## src/assert_macros.svh

```systemverilog
// assertion macros shared by the rtl files
// each macro expects clk and rst in scope
`ifndef ASSERT_MACROS_SVH
`define ASSERT_MACROS_SVH

// same-cycle implication
`define AFC_ASSERT_NOW(label, ante, cons) \
  label: assert property (@(posedge clk) disable iff (rst) (ante) |-> (cons)) \
    else $error("assertion failed");

// next-cycle implication
`define AFC_ASSERT_NEXT(label, ante, cons) \
  label: assert property (@(posedge clk) disable iff (rst) (ante) |=> (cons)) \
    else $error("assertion failed");

`endif

```

## src/afc_pkg.sv

```systemverilog
`timescale 1ns / 1ps
`default_nettype none

package afc_pkg;

  // samples per window
  localparam int WINDOW_SAMPLES = 2;
  localparam logic [19:0] WIN_DIV = 20'(WINDOW_SAMPLES);
  localparam logic [4:0] WIN_LEN = 5'(WINDOW_SAMPLES);

  // saturation limits
  localparam logic [19:0] SUM_MAX = 20'hFFFFF;
  localparam logic [4:0] FALL_RUN_MAX = 5'd31;

  // motion level codes
  localparam logic [1:0] LVL_STILL = 2'd0;
  localparam logic [1:0] LVL_MICRO = 2'd1;
  localparam logic [1:0] LVL_MOVING = 2'd2;

  // register indexes
  localparam logic [1:0] REG_QUIET_TH = 2'd0;
  localparam logic [1:0] REG_ACTIVE_TH = 2'd1;
  localparam logic [1:0] REG_FALL_TH = 2'd2;
  localparam logic [1:0] REG_FALL_WIN = 2'd3;

  // register reset values
  localparam logic [17:0] QUIET_TH_RST = 18'd1000;
  localparam logic [17:0] ACTIVE_TH_RST = 18'd8000;
  localparam logic [17:0] FALL_TH_RST = 18'd30000;
  localparam logic [3:0] FALL_WIN_RST = 4'd3;

  typedef struct packed {
    logic [17:0] quiet_threshold;
    logic [17:0] active_threshold;
    logic [17:0] fall_threshold;
    logic [3:0]  fall_windows;
  } cfg_t;

  typedef struct packed {
    logic        window_done;
    logic [17:0] window_score;
    logic [1:0]  motion_level;
    logic        fall_seen;
  } result_t;

endpackage

`default_nettype wire

```

## src/accel_activity_fall_classifier.sv

```systemverilog
`timescale 1ns / 1ps
`default_nettype none

`include "assert_macros.svh"

// Accelerometer activity and fall classifier. One three-axis sample is taken
// per clock while in_stall is low; its result (window flag, last window score,
// motion level and the sticky fall flag) is registered on the following cycle
// in a two-entry output buffer, which lets the block take a new sample while
// one result waits; in_stall rises only when both entries are full. Thresholds
// and the fall window count are written through the cfg port; the user must do
// so only while the block is idle, as the block itself does not enforce this.
module accel_activity_fall_classifier import afc_pkg::*; (
  input  wire logic               clk,
  input  wire logic               rst,
  input  wire logic               in_valid,
  output logic                    in_stall,
  input  wire logic signed [15:0] accel_x,
  input  wire logic signed [15:0] accel_y,
  input  wire logic signed [15:0] accel_z,
  output logic                    out_valid,
  input  wire logic               out_stall,
  output logic                    window_done,
  output logic [17:0]             window_score,
  output logic [1:0]              motion_level,
  output logic                    fall_seen,
  input  wire logic               cfg_we,
  input  wire logic [1:0]         cfg_index,
  input  wire logic [17:0]        cfg_data
);

  cfg_t    cfg;
  result_t res;
  result_t out_data;
  result_t skid_data;
  logic    skid_valid;
  logic    fire;
  logic    out_take;

  // configuration registers
  always_ff @(posedge clk) begin
    if (rst) begin
      cfg.quiet_threshold <= QUIET_TH_RST;
      cfg.active_threshold <= ACTIVE_TH_RST;
      cfg.fall_threshold <= FALL_TH_RST;
      cfg.fall_windows <= FALL_WIN_RST;
    end else if (cfg_we) begin
      case (cfg_index)
        REG_QUIET_TH:  cfg.quiet_threshold <= cfg_data;
        REG_ACTIVE_TH: cfg.active_threshold <= cfg_data;
        REG_FALL_TH:   cfg.fall_threshold <= cfg_data;
        REG_FALL_WIN:  cfg.fall_windows <= cfg_data[3:0];
        default: begin
        end
      endcase
    end
  end

  // handshake
  assign in_stall = skid_valid;
  assign fire = in_valid && !skid_valid;
  assign out_take = out_valid && !out_stall;

  afc_core u_core (
    .clk     (clk),
    .rst     (rst),
    .fire    (fire),
    .accel_x (accel_x),
    .accel_y (accel_y),
    .accel_z (accel_z),
    .cfg     (cfg),
    .res     (res)
  );

  // output register with skid entry
  always_ff @(posedge clk) begin
    if (rst) begin
      out_valid <= 1'b0;
      skid_valid <= 1'b0;
    end else if (skid_valid) begin
      if (out_take) begin
        skid_valid <= 1'b0;
      end
    end else if (fire) begin
      if (out_valid && !out_take) begin
        skid_valid <= 1'b1;
      end else begin
        out_valid <= 1'b1;
      end
    end else if (out_take) begin
      out_valid <= 1'b0;
    end
  end

  always_ff @(posedge clk) begin
    if (skid_valid) begin
      if (out_take) begin
        out_data <= skid_data;
      end
    end else if (fire) begin
      if (out_valid && !out_take) begin
        skid_data <= res;
      end else begin
        out_data <= res;
      end
    end
  end

  assign window_done = out_data.window_done;
  assign window_score = out_data.window_score;
  assign motion_level = out_data.motion_level;
  assign fall_seen = out_data.fall_seen;

  `AFC_ASSERT_NOW(a_skid_needs_out, skid_valid, out_valid)
  `AFC_ASSERT_NEXT(a_skid_fill, fire && out_valid && out_stall, skid_valid)
  `AFC_ASSERT_NEXT(a_out_fill, fire, out_valid)

endmodule

`default_nettype wire

```

## src/afc_core.sv

```systemverilog
`timescale 1ns / 1ps
`default_nettype none

`include "assert_macros.svh"

module afc_core import afc_pkg::*; (
  input  wire logic               clk,
  input  wire logic               rst,
  input  wire logic               fire,
  input  wire logic signed [15:0] accel_x,
  input  wire logic signed [15:0] accel_y,
  input  wire logic signed [15:0] accel_z,
  input  wire cfg_t               cfg,
  output result_t                 res
);

  // state
  logic signed [15:0] prev_x, prev_y, prev_z;
  logic [19:0] window_sum, window_sum_next;
  logic [3:0]  samples_in_window, samples_in_window_next;
  logic [1:0]  level_state, level_state_next;
  logic [1:0]  quiet_run, quiet_run_next;
  logic [4:0]  fall_run, fall_run_next;
  logic        fall_flag, fall_flag_next;
  logic [17:0] last_score, last_score_next;

  // working values
  logic signed [16:0] dx, dy, dz;
  logic [16:0] ax, ay, az;
  logic [17:0] sabs;
  logic [20:0] sum_wide;
  logic [19:0] sum_sat;
  logic [17:0] score;
  logic [4:0]  cnt_inc;
  logic        closes;
  logic [2:0]  quiet_inc;
  logic        is_active, is_quiet, is_fall;

  // absolute differences against the previous sample
  always_comb begin
    dx = 17'(accel_x) - 17'(prev_x);
    dy = 17'(accel_y) - 17'(prev_y);
    dz = 17'(accel_z) - 17'(prev_z);
    ax = dx[16] ? 17'(-dx) : 17'(dx);
    ay = dy[16] ? 17'(-dy) : 17'(dy);
    az = dz[16] ? 17'(-dz) : 17'(dz);
    sabs = 18'(ax) + 18'(ay) + 18'(az);
  end

  // window accumulate with saturation, score on close
  always_comb begin
    sum_wide = {1'b0, window_sum} + 21'(sabs);
    sum_sat = sum_wide[20] ? SUM_MAX : sum_wide[19:0];
    score = 18'(sum_sat / WIN_DIV);
    cnt_inc = {1'b0, samples_in_window} + 5'd1;
    closes = (cnt_inc >= WIN_LEN);
    is_active = (score > cfg.active_threshold);
    is_quiet = (score <= cfg.quiet_threshold);
    is_fall = (score >= cfg.fall_threshold);
    quiet_inc = {1'b0, quiet_run} + 3'd1;
  end

  // window, classifier and fall detector next state
  always_comb begin
    window_sum_next = sum_sat;
    samples_in_window_next = cnt_inc[3:0];
    level_state_next = level_state;
    quiet_run_next = quiet_run;
    fall_run_next = fall_run;
    fall_flag_next = fall_flag;
    last_score_next = last_score;
    if (closes) begin
      window_sum_next = '0;
      samples_in_window_next = '0;
      last_score_next = score;
      case (level_state)
        LVL_STILL: begin
          if (is_active) begin
            level_state_next = LVL_MOVING;
          end else if (!is_quiet) begin
            level_state_next = LVL_MICRO;
          end
        end
        LVL_MICRO: begin
          if (is_active) begin
            level_state_next = LVL_MOVING;
          end else if (is_quiet) begin
            if (quiet_inc >= 3'd2) begin
              level_state_next = LVL_STILL;
              quiet_run_next = '0;
            end else begin
              quiet_run_next = quiet_inc[1:0];
            end
          end else begin
            quiet_run_next = '0;
          end
        end
        LVL_MOVING: begin
          if (is_quiet) begin
            if (quiet_inc >= 3'd2) begin
              level_state_next = LVL_MICRO;
              quiet_run_next = '0;
            end else begin
              quiet_run_next = quiet_inc[1:0];
            end
          end else begin
            quiet_run_next = '0;
          end
        end
        default: begin
        end
      endcase
      if (is_fall) begin
        if (fall_run == {1'b0, cfg.fall_windows}) begin
          fall_flag_next = 1'b1;
        end
        if (fall_run < FALL_RUN_MAX) begin
          fall_run_next = fall_run + 5'd1;
        end
      end else begin
        fall_run_next = '0;
      end
    end
  end

  // state registers, updated per accepted transaction
  always_ff @(posedge clk) begin
    if (rst) begin
      prev_x <= '0;
      prev_y <= '0;
      prev_z <= '0;
      window_sum <= '0;
      samples_in_window <= '0;
      level_state <= LVL_STILL;
      quiet_run <= '0;
      fall_run <= '0;
      fall_flag <= 1'b0;
      last_score <= '0;
    end else if (fire) begin
      prev_x <= accel_x;
      prev_y <= accel_y;
      prev_z <= accel_z;
      window_sum <= window_sum_next;
      samples_in_window <= samples_in_window_next;
      level_state <= level_state_next;
      quiet_run <= quiet_run_next;
      fall_run <= fall_run_next;
      fall_flag <= fall_flag_next;
      last_score <= last_score_next;
    end
  end

  // result as seen after this transaction
  always_comb begin
    res.window_done = closes;
    res.window_score = last_score_next;
    res.motion_level = level_state_next;
    res.fall_seen = fall_flag_next;
  end

  `AFC_ASSERT_NEXT(a_fall_sticky, fall_flag, fall_flag)
  `AFC_ASSERT_NEXT(a_window_restart, fire && closes, samples_in_window == 4'd0)
  `AFC_ASSERT_NOW(a_level_legal, 1'b1, level_state <= LVL_MOVING)

endmodule

`default_nettype wire

```

## config.mk

```make
export PLATFORM = sky130hd
export DESIGN_NAME = accel_activity_fall_classifier
export DESIGN_NICKNAME = d
export VERILOG_FILES = /design/src/afc_pkg.sv /design/src/accel_activity_fall_classifier.sv /design/src/afc_core.sv
export VERILOG_INCLUDE_DIRS = /design/src /design/src/src
export SDC_FILE = /design/constraint.sdc
export NUM_CORES = 1
export LEC_CHECK = 0
export ABC_AREA = 1
export ABC_CLOCK_PERIOD_IN_PS = 14900
export BUFFER_PORTS_ARGS = -buffer_cell sky130_fd_sc_hd__buf_2
export CAP_MARGIN = 30
export CORE_MARGIN = 2
export CORE_UTILIZATION = 60
export CTS_BUF_LIST = sky130_fd_sc_hd__clkbuf_16
export DETAILED_ROUTE_END_ITERATION = 16
export GPL_TIMING_DRIVEN = 0
export PLACE_DENSITY_LB_ADDON = 0.15
export SYNTH_ARGS = -nofsm -noshare
export SYNTH_HDL_FRONTEND = slang
export SYNTH_SLANG_ARGS = --single-unit
```

## constraint.sdc

```tcl
create_clock -name clk -period 14.9 [get_ports clk]
set_input_delay 0.745 -clock clk [delete_from_list [all_inputs] [get_ports clk]]
set_output_delay 0.745 -clock clk [all_outputs]
set_load 0.02 [all_outputs]
```

==> impl_results.md <==
- Detailed placer's ending HPWL: about 34000 um
- Required time reported for the critical path endpoint: 15.15 ns
- GRT Residual Overflow: 0
- Worst Reg2Reg Path Length in Cells: between 50 and 60
- Net count after synthesis: 2572
- Min-Delay Startpoint: u_core.samples_in_window[3]
- Cell area after technology mapping: 15800 um^2
- RSZ-0062 raised after global routing: no
- Worst hold path stage count: 2
- Root buffer cell: sky130_fd_sc_hd__clkbuf_16
- Port Buf Inserts: 95
- Antenna violations before repair: 0
- Final Worst Setup Slack: 5.93 ns
- Worst reg2reg setup slack: 6.01 ns
- Relative area change from synthesis to final layout: 10.3%
- Worst setup skew after layout: 0.0139 ns
- Max-cap check violation count: 0
- Num rows: just under 60
- Buffers plus inverters on the worst setup path: 7
- Post-synthesis area per instance: 6.75 um^2
- Arrival time of the worst setup path: 9.22 ns
- Max Clk Rate: 112 MHz
- Number of vias per cell: ~5.4
- Cell area after placement: approximately 17000 um^2
- H-tree levels: 1
- Total of cells resized after clock tree synthesis: 0
- Period utilisation layout: 0.602
- Sum of routed wire length over all layers: 42500 um
- Final Cell Area: between 15000 and 20000 um^2
- Flip-flop and latch count after synthesis: 204
- Final-report hold violation count: 0
- Starting density of the core: 0.608
- Worst hold path type: reg2reg
- Synth async-reset ratio: 0
- I/O pin total: 97
- Number of buffers added to fix hold violations after cts: 0
- Post-place setup slack: 5.53 ns
- DR pass1 iterations: 5
- Skew-Pair Late Insertion Delay: 0.51 ns
- Die area: around 28000 um^2
- Setup Buffers After CTS: 0
- Vias in the first global route: ~14000
- Number of vias in the routed layout: 15300
- Number of standard cells after synthesis: roughly 2300
- Antenna cells: 0
- Final #Nets: approximately 2700
- Worst hold slack across all endpoints: 0.449 ns
- Total clock sinks: 204
- Kind of cell adding the most delay to the critical path: simple AND/OR/NAND/NOR gates
- End point of the most critical hold path: u_core.samples_in_window[3]
- DIE HEIGHT: 166 um
- Largest net degree at the start of global routing: 21
- Most common library cell in the layout ignoring fill and taps: sky130_fd_sc_hd__nand2_1
- Highest-count cells in the layout ignoring fill and taps: sky130_fd_sc_hd__nand2_1, sky130_fd_sc_hd__inv_1, sky130_fd_sc_hd__a21oi_1
- Clock tree from TritonCTS: yes
- Count of antenna-violating nets left after detailed routing: 0
- Count of different cell masters after synthesis: 50
- Starting DRT DRC Count: 1074
- Routability congestion estimate: 0.926
- Maximum single-stage delay on the critical path: between 0.6 and 0.7 ns
- Core area: 25900 um^2
- Cell with the biggest individual delay on the critical path: sky130_fd_sc_hd__fa_1
- Remaining routing DRC violations: 0
- Startpoint type of the worst setup path: input pin
- CTS buffer count: 23
- Horiz. Die Dim: 166 um
- Post-layout min period: 8.97 ns
- Measured slew at the worst slew-check pin: 0.897 ns
- Max FO, Critical Path: 10
- Run status: finished, final reports clean
- Worst R2R Start: u_core.prev_z[0]
- Setup Crit Path Kind: in2reg
- Number of enable-type register cells in the synthesized netlist: between 40 and 50
- Most instantiated flip-flop cell in the synthesis netlist: sky130_fd_sc_hd__dfxtp_1
- Global-route wire length before repair: 69700 um
- Sequential fraction of the synthesis area: 0.287
- Final routed wire length divided by cell count: 15.2 um
- Share of cells above drive strength 1: 0.0757
- Summed negative setup slack over all endpoints: 0 ns
- Total track usage: 0.305
- Most frequent CP cell: sky130_fd_sc_hd__nand2_1
- Worst reg2reg endpoint: motion_level[0]
- Clk slew on worst S/H paths: 0.06 ns
- YS warnings: 0
- Setup-violating endpoint count in the final report: 0
- Slew Limit Headroom: 0.402
- Type of destination of the critical path: register
- Max Buffers Root-to-Sink: 3
- Max-slew violations: 0
-- sequential cells by signal (all words and copies together), names as in the netlist --
name and count:
u_core.quiet_run 2, window_done 1, u_core.prev_y 16, motion_level 2, out_valid 1, u_core.prev_z 16
skid_data 22, u_core.samples_in_window 4, u_core.last_score 18, u_core.fall_run 5, fall_seen 1, u_core.fall_flag 1
cfg 58, u_core.prev_x 16, u_core.level_state 2, in_stall 1, window_score 18, u_core.window_sum 20
-- worst register-to-register path: cells and delay by family, from the launching register on --
family | cells | cell delay, ns
fa+ha+maj | 7 | 2.56
flops | 1 | 0.31
buf+inv | 5 | 0.65
simple gates | 29 | 3.19
compound gates | 11 | 1.95
-- synthesized netlist by cell type (36+ instances only) --
cell	count	area share
sky130_fd_sc_hd__nand2_1	580	0.14
sky130_fd_sc_hd__inv_1	389	0.093
sky130_fd_sc_hd__a21oi_1	222	0.071
sky130_fd_sc_hd__nor2_1	165	0.039
sky130_fd_sc_hd__dfxtp_1	160	0.20
sky130_fd_sc_hd__o21ai_0	155	0.049
sky130_fd_sc_hd__ha_1	144	0.11
sky130_fd_sc_hd__nand3_1	131	0.042
sky130_fd_sc_hd__xor2_1	53	0.029
sky130_fd_sc_hd__clkbuf_1	48	0.011
sky130_fd_sc_hd__edfxtp_1	44	0.084
sky130_fd_sc_hd__nand4_1	36	0.014
-- routing by layer --
metal | routed length, um | share of wire | vias up | track usage
met2 | 20400 | 0.48 | 425 | 0.544
met1 | 18100 | 0.43 | 6953 | 0.381
met5 | 0 | 0 | - | 0
li1 | - | - | 7791 | -
met3 | 2350 | 0.055 | 85 | 0.0343
met4 | 1680 | 0.039 | 0 | 0.109
-- cell type report --
cell class / instances / area [um^2]
Buffer: 60 / 259
Clock buffer: 23 / 576
Clock inverter: 16 / 104
Fill cell: 2407 / 8530
Inverter: 396 / 1490
Multi-Input combinational cell: 1673 / 9490
Sequential cell: 204 / 4520
Tap cell: 335 / 419
Timing Repair Buffer: 98 / 520
-- through the flow --
step | cells | utilization
after CTS | 2805 | 0.671
final | 2805 | 0.671
after detailed placement | 2766 | 0.645
after global placement | 2763 | 0.643
after global routing | 2805 | 0.671
after floorplan | 2333 | -
-- how the worst max path moves through the flow --
stage,from,to,slack [ns],depth (start not counted)
after global placement,accel_z[0],motion_level[0],5.72,54
after CTS,accel_z[0],motion_level[0],6.05,54
after detailed placement,accel_z[0],motion_level[0],5.53,54
after global routing,accel_z[0],motion_level[0],5.26,52
final,accel_z[0],motion_level[0],5.93,54
after floorplan,accel_z[0],skid_data[1],7.39,53
-- logic make-up after synthesis --
family                   after synthesis  synth area share
AND/OR/NAND/NOR                      983             0.263
buffers and inverters                456             0.111
AO/OA/AOI/OAI                        445             0.151
flip-flops                           204             0.287
adder cells (fa/ha/maj)              166             0.142
XOR/XNOR                              78            0.0453
multiplexers                           1          0.000635
Power is left out: the tool's default activity adds up to more than one toggle a clock period on the data nets, which glitch-free logic cannot reach.
